==> config.mk <==
export PLATFORM = sky130hd
export DESIGN_NAME = factorial_divisibility_test_unit_flat
export DESIGN_NICKNAME = d
export VERILOG_FILES = /design/src/fdt_pkg.sv /design/src/fdt_if.sv /design/src/fdt_div.sv /design/src/factorial_divisibility_test_unit.sv /design/src/flat_wrapper.sv
export SDC_FILE = /design/constraint.sdc
export NUM_CORES = 1
export LEC_CHECK = 0
export ABC_CLOCK_PERIOD_IN_PS = 5500
export BUFFER_PORTS_ARGS = -buffer_cell sky130_fd_sc_hd__buf_2
export CORE_ASPECT_RATIO = 1.75
export CORE_MARGIN = 3
export CORE_UTILIZATION = 25
export CTS_CLUSTER_SIZE = 10
export DETAILED_ROUTE_END_ITERATION = 12
export SLEW_MARGIN = 25
export SYNTH_ARGS = -nofsm -noshare
export SYNTH_HDL_FRONTEND = slang
export SYNTH_SLANG_ARGS = --single-unit
==> constraint.sdc <==
create_clock -name clk_i -period 5.5 [get_ports clk_i]
set_input_delay 1.1 -clock clk_i [delete_from_list [all_inputs] [get_ports clk_i]]
set_output_delay 1.1 -clock clk_i [all_outputs]
set_load 0.1 [all_outputs]
==> src/fdt_pkg.sv <==
// Package for the factorial divisibility test unit.
// Holds the value width, derived widths and the divider request/response types.
// No dependencies.
package fdt_pkg;

  localparam int unsigned VALUE_BITS = 31;
  // Trial divisor width: d stays below 2^((VALUE_BITS+1)/2 + 1)
  localparam int unsigned DW  = (VALUE_BITS + 1) / 2 + 1;
  // d squared width
  localparam int unsigned SQW = VALUE_BITS + 1;
  // Exponent width: an exponent never exceeds VALUE_BITS
  localparam int unsigned EW  = $clog2(VALUE_BITS + 1);
  // Divider bit counter width
  localparam int unsigned CW  = $clog2(VALUE_BITS + 1);

  typedef struct packed {
    logic                  start;
    logic [VALUE_BITS-1:0] dividend;
    logic [VALUE_BITS-1:0] divisor;
  } div_req_t;

  typedef struct packed {
    logic                  done;
    logic [VALUE_BITS-1:0] quot;
    logic [VALUE_BITS-1:0] rem;
  } div_rsp_t;

endpackage

==> src/fdt_if.sv <==
// Valid/ready channel interfaces for the factorial divisibility test unit.
// Depends on fdt_pkg for the value width.
interface fdt_in_if;
  logic                          valid;
  logic                          ready;
  logic [fdt_pkg::VALUE_BITS-1:0] factorial_arg;
  logic [fdt_pkg::VALUE_BITS-1:0] candidate_divisor;

  modport source (output valid, factorial_arg, candidate_divisor, input ready);
  modport sink   (input valid, factorial_arg, candidate_divisor, output ready);
endinterface

interface fdt_out_if;
  logic valid;
  logic ready;
  logic divides;

  modport source (output valid, divides, input ready);
  modport sink   (input valid, divides, output ready);
endinterface

==> src/fdt_div.sv <==
// Radix-2 restoring divider, one quotient bit per cycle.
// Shared by trial division and the Legendre sums. Depends on fdt_pkg.
module fdt_div (
  input  logic              clk_i,
  input  logic              rst_ni,
  input  fdt_pkg::div_req_t req_i,
  output fdt_pkg::div_rsp_t rsp_o
);

  localparam int unsigned W = fdt_pkg::VALUE_BITS;

  logic                   busy_q, done_q;
  logic [fdt_pkg::CW-1:0] cnt_q;
  logic [W-1:0]           acc_q, quo_q, dvs_q;

  logic [W:0] partial;
  logic [W:0] diff;
  logic       ge;

  always_comb begin
    partial = {acc_q, quo_q[W-1]};
    diff    = partial - {1'b0, dvs_q};
    ge      = (partial >= {1'b0, dvs_q});
  end

  always_ff @(posedge clk_i or negedge rst_ni) begin
    if (!rst_ni) begin
      busy_q <= 1'b0;
      done_q <= 1'b0;
      cnt_q  <= '0;
    end else begin
      if (req_i.start) begin
        busy_q <= 1'b1;
        done_q <= 1'b0;
        cnt_q  <= fdt_pkg::CW'(W);
      end else if (busy_q) begin
        cnt_q  <= cnt_q - 1'b1;
        busy_q <= (cnt_q != fdt_pkg::CW'(1));
        done_q <= (cnt_q == fdt_pkg::CW'(1));
      end else begin
        done_q <= 1'b0;
      end
    end
  end

  // datapath, no reset needed
  always_ff @(posedge clk_i) begin
    if (req_i.start) begin
      acc_q <= '0;
      quo_q <= req_i.dividend;
      dvs_q <= req_i.divisor;
    end else if (busy_q) begin
      acc_q <= ge ? diff[W-1:0] : partial[W-1:0];
      quo_q <= {quo_q[W-2:0], ge};
    end
  end

  assign rsp_o.done = done_q;
  assign rsp_o.quot = quo_q;
  assign rsp_o.rem  = acc_q;

endmodule

==> src/factorial_divisibility_test_unit.sv <==
// Factorial divisibility test unit: sequencer around one shared divider.
// Depends on fdt_pkg, fdt_in_if/fdt_out_if and fdt_div.
//
// Usage:
//   in_i carries a word (factorial_arg = n, candidate_divisor = m); out_o returns one
//   word per input, divides = 1 when m divides n!, else 0. m = 0 gives 0, m = 1 gives 1.
//   m is factored by trial division with 2 and the odd numbers while d*d <= cofactor;
//   for each prime factor p^e, Legendre's sum of floor(n/p^k) is built by repeated
//   division of n by p and compared against e, stopping as soon as it reaches e.
//   A leftover cofactor above 1 is a prime of exponent 1.
// Cost:
//   Every division runs on the single radix-2 divider, so the work grows with the
//   number of divisions: one per trial divisor, one more per factor found, plus the
//   Legendre terms. A prime m near 2^31 needs about 23000 trial divisors.
// Reset and stall:
//   Reset (rst_ni low) returns the sequencer to idle and drops out_o.valid.
//   The result sits in an output register; the next input is taken while it waits.
//   If a second result finishes before the first is taken, the sequencer holds it.
module factorial_divisibility_test_unit (
  input  logic        clk_i,
  input  logic        rst_ni,
  fdt_in_if.sink      in_i,
  fdt_out_if.source   out_o
);

  localparam int unsigned W = fdt_pkg::VALUE_BITS;

  typedef enum logic [2:0] {
    S_IDLE,
    S_TEST,
    S_FWAIT,
    S_LWAIT,
    S_NEXT,
    S_FIN
  } state_e;

  state_e                  state_q;
  logic [W-1:0]            n_q, rem_q, p_q, total_q;
  logic [fdt_pkg::DW-1:0]  d_q;
  logic [fdt_pkg::SQW-1:0] sq_q;
  logic [fdt_pkg::EW-1:0]  e_q;
  logic                    ok_q, tail_q;
  logic                    out_valid_q, divides_q;
  fdt_pkg::div_req_t       req_q;
  fdt_pkg::div_rsp_t       rsp;

  logic [W:0] tot_sum;
  logic       tot_ok;
  logic       out_free;
  logic       start_d;

  fdt_div u_div (
    .clk_i  (clk_i),
    .rst_ni (rst_ni),
    .req_i  (req_q),
    .rsp_o  (rsp)
  );

  always_comb begin
    tot_sum = {1'b0, total_q} + {1'b0, rsp.quot};
    tot_ok  = (tot_sum >= (W+1)'(e_q));
  end

  // divider launch, one pulse per division
  always_comb begin
    out_free = !out_valid_q || out_o.ready;
    case (state_q)
      S_TEST:  start_d = (sq_q <= {1'b0, rem_q}) || (rem_q > W'(1));
      S_FWAIT: start_d = rsp.done && ((rsp.rem == '0) || (e_q != '0));
      S_LWAIT: start_d = rsp.done && !tot_ok && (rsp.quot != '0);
      default: start_d = 1'b0;
    endcase
  end

  always_ff @(posedge clk_i or negedge rst_ni) begin
    if (!rst_ni) begin
      state_q     <= S_IDLE;
      n_q         <= '0;
      rem_q       <= '0;
      p_q         <= '0;
      total_q     <= '0;
      d_q         <= '0;
      sq_q        <= '0;
      e_q         <= '0;
      ok_q        <= 1'b0;
      tail_q      <= 1'b0;
      out_valid_q <= 1'b0;
      divides_q   <= 1'b0;
      req_q       <= '0;
    end else begin
      req_q.start <= start_d;
      out_valid_q <= ((state_q == S_FIN) && out_free) || (out_valid_q && !out_o.ready);
      case (state_q)
        S_IDLE: begin
          if (in_i.valid) begin
            n_q   <= in_i.factorial_arg;
            rem_q <= in_i.candidate_divisor;
            d_q   <= fdt_pkg::DW'(2);
            sq_q  <= fdt_pkg::SQW'(4);
            if (in_i.candidate_divisor == '0) begin
              ok_q    <= 1'b0;
              state_q <= S_FIN;
            end else begin
              ok_q    <= 1'b1;
              state_q <= S_TEST;
            end
          end
        end
        S_TEST: begin
          if (sq_q <= {1'b0, rem_q}) begin
            e_q            <= '0;
            req_q.dividend <= rem_q;
            req_q.divisor  <= W'(d_q);
            state_q        <= S_FWAIT;
          end else if (rem_q > W'(1)) begin
            // leftover cofactor is prime
            p_q            <= rem_q;
            e_q            <= fdt_pkg::EW'(1);
            total_q        <= '0;
            tail_q         <= 1'b1;
            req_q.dividend <= n_q;
            req_q.divisor  <= rem_q;
            state_q        <= S_LWAIT;
          end else begin
            state_q <= S_FIN;
          end
        end
        S_FWAIT: begin
          if (rsp.done) begin
            if (rsp.rem == '0) begin
              rem_q          <= rsp.quot;
              e_q            <= e_q + 1'b1;
              req_q.dividend <= rsp.quot;
              req_q.divisor  <= W'(d_q);
            end else if (e_q != '0) begin
              p_q            <= W'(d_q);
              total_q        <= '0;
              tail_q         <= 1'b0;
              req_q.dividend <= n_q;
              req_q.divisor  <= W'(d_q);
              state_q        <= S_LWAIT;
            end else begin
              state_q <= S_NEXT;
            end
          end
        end
        S_LWAIT: begin
          // each quotient is floor(n / p^k); stop once the sum reaches e
          if (rsp.done) begin
            if (tot_ok) begin
              state_q <= tail_q ? S_FIN : S_NEXT;
            end else if (rsp.quot == '0) begin
              ok_q    <= 1'b0;
              state_q <= S_FIN;
            end else begin
              total_q        <= tot_sum[W-1:0];
              req_q.dividend <= rsp.quot;
              req_q.divisor  <= p_q;
            end
          end
        end
        S_NEXT: begin
          if (d_q == fdt_pkg::DW'(2)) begin
            d_q  <= fdt_pkg::DW'(3);
            sq_q <= fdt_pkg::SQW'(9);
          end else begin
            // (d+2)^2 = d^2 + 4d + 4
            d_q  <= d_q + fdt_pkg::DW'(2);
            sq_q <= sq_q + fdt_pkg::SQW'({d_q, 2'b00}) + fdt_pkg::SQW'(4);
          end
          state_q <= S_TEST;
        end
        S_FIN: begin
          if (out_free) begin
            divides_q <= ok_q;
            state_q   <= S_IDLE;
          end
        end
        default: begin
          state_q <= S_IDLE;
        end
      endcase
    end
  end

  assign in_i.ready    = (state_q == S_IDLE);
  assign out_o.valid   = out_valid_q;
  assign out_o.divides = divides_q;

endmodule

==> src/flat_wrapper.sv <==
// flat-port wrapper written by rule: the top's interface ports become plain ports
module factorial_divisibility_test_unit_flat 
  (clk_i, rst_ni, in_i_valid, in_i_factorial_arg, in_i_candidate_divisor, in_i_ready, out_o_valid, out_o_divides, out_o_ready);
  fdt_in_if in_i_i ();
  fdt_out_if out_o_i ();
  input  logic clk_i;
  input  logic rst_ni;
  input wire logic [$bits(in_i_i.valid)-1:0] in_i_valid;
  input wire logic [$bits(in_i_i.factorial_arg)-1:0] in_i_factorial_arg;
  input wire logic [$bits(in_i_i.candidate_divisor)-1:0] in_i_candidate_divisor;
  output wire logic [$bits(in_i_i.ready)-1:0] in_i_ready;
  output wire logic [$bits(out_o_i.valid)-1:0] out_o_valid;
  output wire logic [$bits(out_o_i.divides)-1:0] out_o_divides;
  input wire logic [$bits(out_o_i.ready)-1:0] out_o_ready;
  assign in_i_i.valid = in_i_valid;
  assign in_i_i.factorial_arg = in_i_factorial_arg;
  assign in_i_i.candidate_divisor = in_i_candidate_divisor;
  assign in_i_ready = in_i_i.ready;
  assign out_o_valid = out_o_i.valid;
  assign out_o_divides = out_o_i.divides;
  assign out_o_i.ready = out_o_ready;
  factorial_divisibility_test_unit u_core (.clk_i(clk_i), .rst_ni(rst_ni), .in_i(in_i_i), .out_o(out_o_i));
endmodule
Word level (Yosys, flattened, before mapping)
Index checks and enable logic that the tools add are counted.
Cells by class
  muxes and demuxes: 74
  add/sub/neg operators: 7
  reductions and logical operators: 34
  order comparisons: 4
  equal/unequal tests: 23
Operator list (count)
  2-to-1 mux 31 bit: 19
  2-to-1 mux 62 bit: 8
  case mux 62 bit (3 select lines): 1
  case mux 31 bit (2 select lines): 2
  zero test 31 bit: 3
  case mux 31 bit (3 select lines): 1
  2-to-1 mux 32 bit: 2
  case mux 32 bit (2 select lines): 1
  2-to-1 mux 17 bit: 2
  case mux 17 bit (2 select lines): 1
  2-to-1 mux 3 bit: 11
  adder 31 x 31 -> 32 bit: 1
  adder 32 x 19 -> 32 bit: 1
  adder 32 x 3 -> 32 bit, second input constant: 1
  greater-or-equal comparator 32 x 31 -> 1 bit: 1
  greater-or-equal comparator 32 x 5 -> 1 bit: 1
  <= comparator 32 x 31 -> 1 bit: 1
  > comparator 31 x 1 -> 1 bit, second input constant: 1
  nonzero test 31 bit: 1
  subtractor 31 bit: 1
  2-to-1 mux 5 bit: 6
  case mux 3 bit (6 select lines): 1
  adder 17 x 2 -> 17 bit, second input constant: 1
  == test 17 x 2 -> 1 bit, second input constant: 1
  27 further kinds: 73
Word-level totals
  output and inout port bits: 3
  bits in registers: 348

Logic depth before layout (Yosys ltp)
  depth in word-level cells: 6
  gate-level depth with buffers: 17
  mapped depth without buffers: 16

Cells and area by module
From an unflattened synthesis, not the netlist that was laid out.
Unflattened totals
  cells, all modules: 2162
  area, all modules: 20783.7 um2
By module, submodules not included
  factorial_divisibility_test_unit: cells each 1614, times used 1, area each 15044.4 um2, sequential area each 6180.9 um2
  fdt_div: cells each 548, times used 1, area each 5739.3 um2, sequential area each 2657.5 um2

Least setup slack after synthesis
No wires, ideal clock.
  kind: register to register
  from: register u_core.u_div.quo_q[0]
  to: register u_core.req_q[0] (netlist name)
  clock period less this slack: 4563 ps
  data arrival time: 4438 ps
  buffers on the path: 2
  path slack: 937 ps
  cell stages (with the launch flop): 18
  library setup time: 125 ps
  required time: 5375 ps
  cell sequence: edfxtp_1 > ha_1 > fa_1 > a21o_1 > a21oi_1 > xnor2_1 > ha_1 > nor3_1 > o2111ai_1 > nor4_2 > nand4_1 > or4_1 > or4_4 > nor4_4 > o31a_1 > buf_6 > buf_12 > mux2_4
Between the ends
  word-level cells in the longest chain between the ends: 4
  elaborated cells between the ends (all ways): 6
  those cells by class: add/sub: 1; order compare: 1; eq/ne: 2; reduce/logical: 2
RTL lines
  start, declared: RTL line fdt_div.sv:14  | logic [W-1:0] acc_q, quo_q, dvs_q;
  start signal, assigned: RTL line fdt_div.sv:50  | quo_q <= req_i.dividend;
  start signal, assigned: RTL line fdt_div.sv:54  | quo_q <= {quo_q[W-2:0], ge};
  adder 31 x 31 -> 32 bit: RTL line factorial_divisibility_test_unit.sv:60  | tot_sum = {1'b0, total_q} + {1'b0, rsp.quot};
  greater-or-equal comparator 32 x 5 -> 1 bit: RTL line factorial_divisibility_test_unit.sv:61  | tot_ok = (tot_sum >= (W+1)'(e_q));
  inequality test 2 bit (no line)
  AND reduction 7 bit (no line) (*)
  end, declared: RTL line factorial_divisibility_test_unit.sv:44  | fdt_pkg::div_req_t req_q;
Mark *: on every way between the ends. The rest lies on a longest branch, timed or not.
A chain may end at the register's enable or synchronous reset.

Worst setup path after layout
  from: register u_core.u_div.quo_q[0]
  to: register u_core.req_q[32] (netlist name)
The elaborated chain is that of the path after synthesis.

==> results.cfg <==
[synthesis]
yosysMostFrequentCell = nand2_1
ys_ff_latch = 347
synth_cells = 2274
synth_cell_types = 86
synth_seq_area_share = 0.4099
async_flop_share = 0.7320
syn_area_um2 = 21560
yosys.area.top_type = dfrtp_1
synth_nets = 2479
ys_warn_count = 0
synth_top_area_share = 0.2947
netlist_top_cells_area = dfrtp_1 29%, edfxtp_1 8.6%, ha_1 7.9%
synth_common_cells = 260 x nand2_1, 254 x dfrtp_1, 193 x o21ai_0, 158 x nor2_1, 136 x ha_1
synthFlopType = dfrtp_1
synth_edf_count = 62
syn_area_per_cell_um2 = 9.483

[global_route]
globalRouteOverflowTotal = 0
grt_pass1_wl_mm = 105.8
grt_pass1_vias = 18001
grt_usage = 0.1503
grt_max_degree = 92
antenna_found_initial = 10

[floorplanning]
io_pins = 69
start_util = 0.2536
die_w_um = 228.0
dieArea_um2 = 89960
core-area_um2 = 85030
rows = 141
die_y_um = 394.5

[place]
io_buffer_count = 68
dp_cells = 3397
gp_congestion = 0.9647
dpl.hpwl_mm = 50.92

[drt]
wl_per_cell_um = 19.97
vias = 17638
vias_per_cell = 5.073
drc = 0
ant_nets = 0
wl_mm = 69.45
drt_iter0_drc = 1027
firstDrtPassIters = 8

[setup_path]
crit_path_max_incr_delay_ps = 520
cp_max_fo = 36
crit_arrival_ps = 5340
critical_path.startpoint_type = flip-flop
cpMostUsedCell = ha_1
critical_path_class = flip-flop to flip-flop
rr_startpoint = u_core.u_div.quo_q[0]
r2r_cells = 16
reg2reg_to = u_core.req_q[32]
crit_chain = ha_1, fa_1, a21o_1, a21oi_1, xnor2_1, ha_1, nor3_1, o2111ai_1, nor4_2, nand4_1, or4_1, or4_4, nor4_4, o31a_2, buf_12, mux2_2
r2r_slack_ps = 610
critPathRequiredTime_ps = 5940
worst_setup_path_end_kind = flip-flop
slowest_stage = or4_4

[outcome]
status = finished clean

[min_path]
hp-start = u_core.req_q[10]
holdPathStages = 0
min_to = u_core.u_div.dvs_q[10]
min_path_type = flip-flop to flip-flop

[clocking]
max-clock-path-buffers = 3
path_clk_slew_ps = 60
cts_hold_buf = 0
cts_tree = done
cts_root_buffer = clkbuf_16
clock_sinks = 347
cts_resized = 0
worstSkewPairLatency_ps = 570
h-tree-depth = 2
cts_setup_buffers = 0
cts_buffers = 41

[power_and_ir_drop]
max-vdd-ir-drop_mv = 0.1811
power.leakage_nw = 10.59
p_per_area_nw_per_um2 = 218.3

[sta]
fin_tns_setup_ps = 0
hold_viol_final = 0
setup_viol = 0
slew_violations = 0
slew_headroom = 0.3384
rsz0062_at_grt = no
holdWs_ps = 453.0
clock_skew_ps = 22.93
finalCritPeriodShare = 0.8899
fin_crit_ps = 4895
tightest_slew_ps = 989.0
fmax_mhz = 204.3

[final_layout]
nNetsFinal = 2501
syn2layout_area_growth_pct = 13.15
final_util = 0.2870
final_cells = 3477
drive_gt1_frac = 0.1216

[run]
maxCapViolations = 0
[state kept, by name (all words and copies together), names as in the netlist, 3 cells and up]
| signal | flops |
|---|---|
| u_core.state_q | 3 |
| u_core.d_q | 17 |
| u_core.u_div.acc_q | 31 |
| u_core.total_q | 31 |
| u_core.n_q | 31 |
| u_core.rem_q | 31 |
| u_core.u_div.quo_q | 31 |
| u_core.u_div.dvs_q | 31 |
| u_core.u_div.cnt_q | 5 |
| u_core.sq_q | 31 |
| u_core.e_q | 5 |
| u_core.req_q | 63 |
| u_core.p_q | 31 |
[cells by family after synthesis]
kind of cell	share of synthesized area
compound gates	0.1936
flops	0.4099
buf+inv	0.04561
simple gates	0.1469
mux	0.09684
xor+xnor	0.02559
fa+ha+maj	0.08169
[cell type report]
cell class | count | area (µm²)
antenna | 5 | 12.51
clock buffer | 73 | 1210
clock inverter | 2 | 38.79
fill | 9119 | 60630
inverter | 111 | 416.7
multi-input combinational | 1699 | 11810
sequential | 347 | 8843
tap | 1144 | 1431
timing repair buffer | 96 | 635.6
[power breakdown]
part / leakage (nW) / internal (W) / switching (W)
clock: 0.595 / 0.00153 / 0.00111
combinational: 5.99 / 0.0000213 / 0.0000620
sequential: 4.01 / 0.00261 / 0.0000000000000000000644
[placed cells by master, fill, tap and decap left out, types with 37 or more instances in the layout]
master,Yosys,routed
a22oi_1,48,48
inv_1,111,111
a211oi_1,40,40
a21oi_1,134,134
o21ai_0,193,193
nand2_1,260,258
mux2i_1,80,80
buf_2,6,67
mux2_2,37,37
nand3_1,39,39
nor4_1,40,40
a21o_1,49,49
ha_1,136,136
nor2_1,158,155
dfrtp_1,254,252
clkbuf_16,0,44
edfxtp_1,62,62
mux2_4,58,58
[per-layer routing]
layer	vias to the layer above	routed length, µm	global-route usage
li1	8344	-	-
met1	8634	25430	0.1560
met2	473	36980	0.2877
met3	185	2944	0.01914
met4	2	4096	0.08533
met5	-	7	0
[how the worst max path moves through the flow]
stage	from	cells after the start	endpoint
after global routing	u_core.u_div.quo_q[0]	16	u_core.req_q[32]
final	u_core.u_div.quo_q[0]	16	u_core.req_q[32]
after global placement	u_core.u_div.quo_q[0]	16	u_core.req_q[32]
after floorplan	u_core.u_div.quo_q[0]	17	u_core.req_q[0]
after detailed placement	u_core.u_div.quo_q[0]	16	u_core.req_q[32]
after CTS	u_core.u_div.quo_q[0]	16	u_core.req_q[32]
[worst max-delay path: cells and delay by family, from the launching register on]
| kind | cells | cell delay, ps |
|---|---|---|
| flip-flops | 1 | 450 |
| AO/OA/AOI/OAI | 4 | 760 |
| multiplexers | 1 | 380 |
| buffers and inverters | 1 | 280 |
| XOR/XNOR | 1 | 130 |
| adder cells (fa/ha/maj) | 3 | 910 |
| AND/OR/NAND/NOR | 6 | 1810 |
[per-stage QoR]
stage | instance area (µm²) | power, W | setup WS [ps]
after global placement | 23130 | 0.002741 | 582.7
after CTS | 24390 | 0.005390 | 582.8
after floorplan | 21560 | 0.002657 | 937.0
final | 24400 | 0.005326 | 605.5
after global routing | 24390 | 0.005499 | 367.8
after detailed placement | 23140 | 0.002741 | 599.2
(Power assumes the default switching activity.)
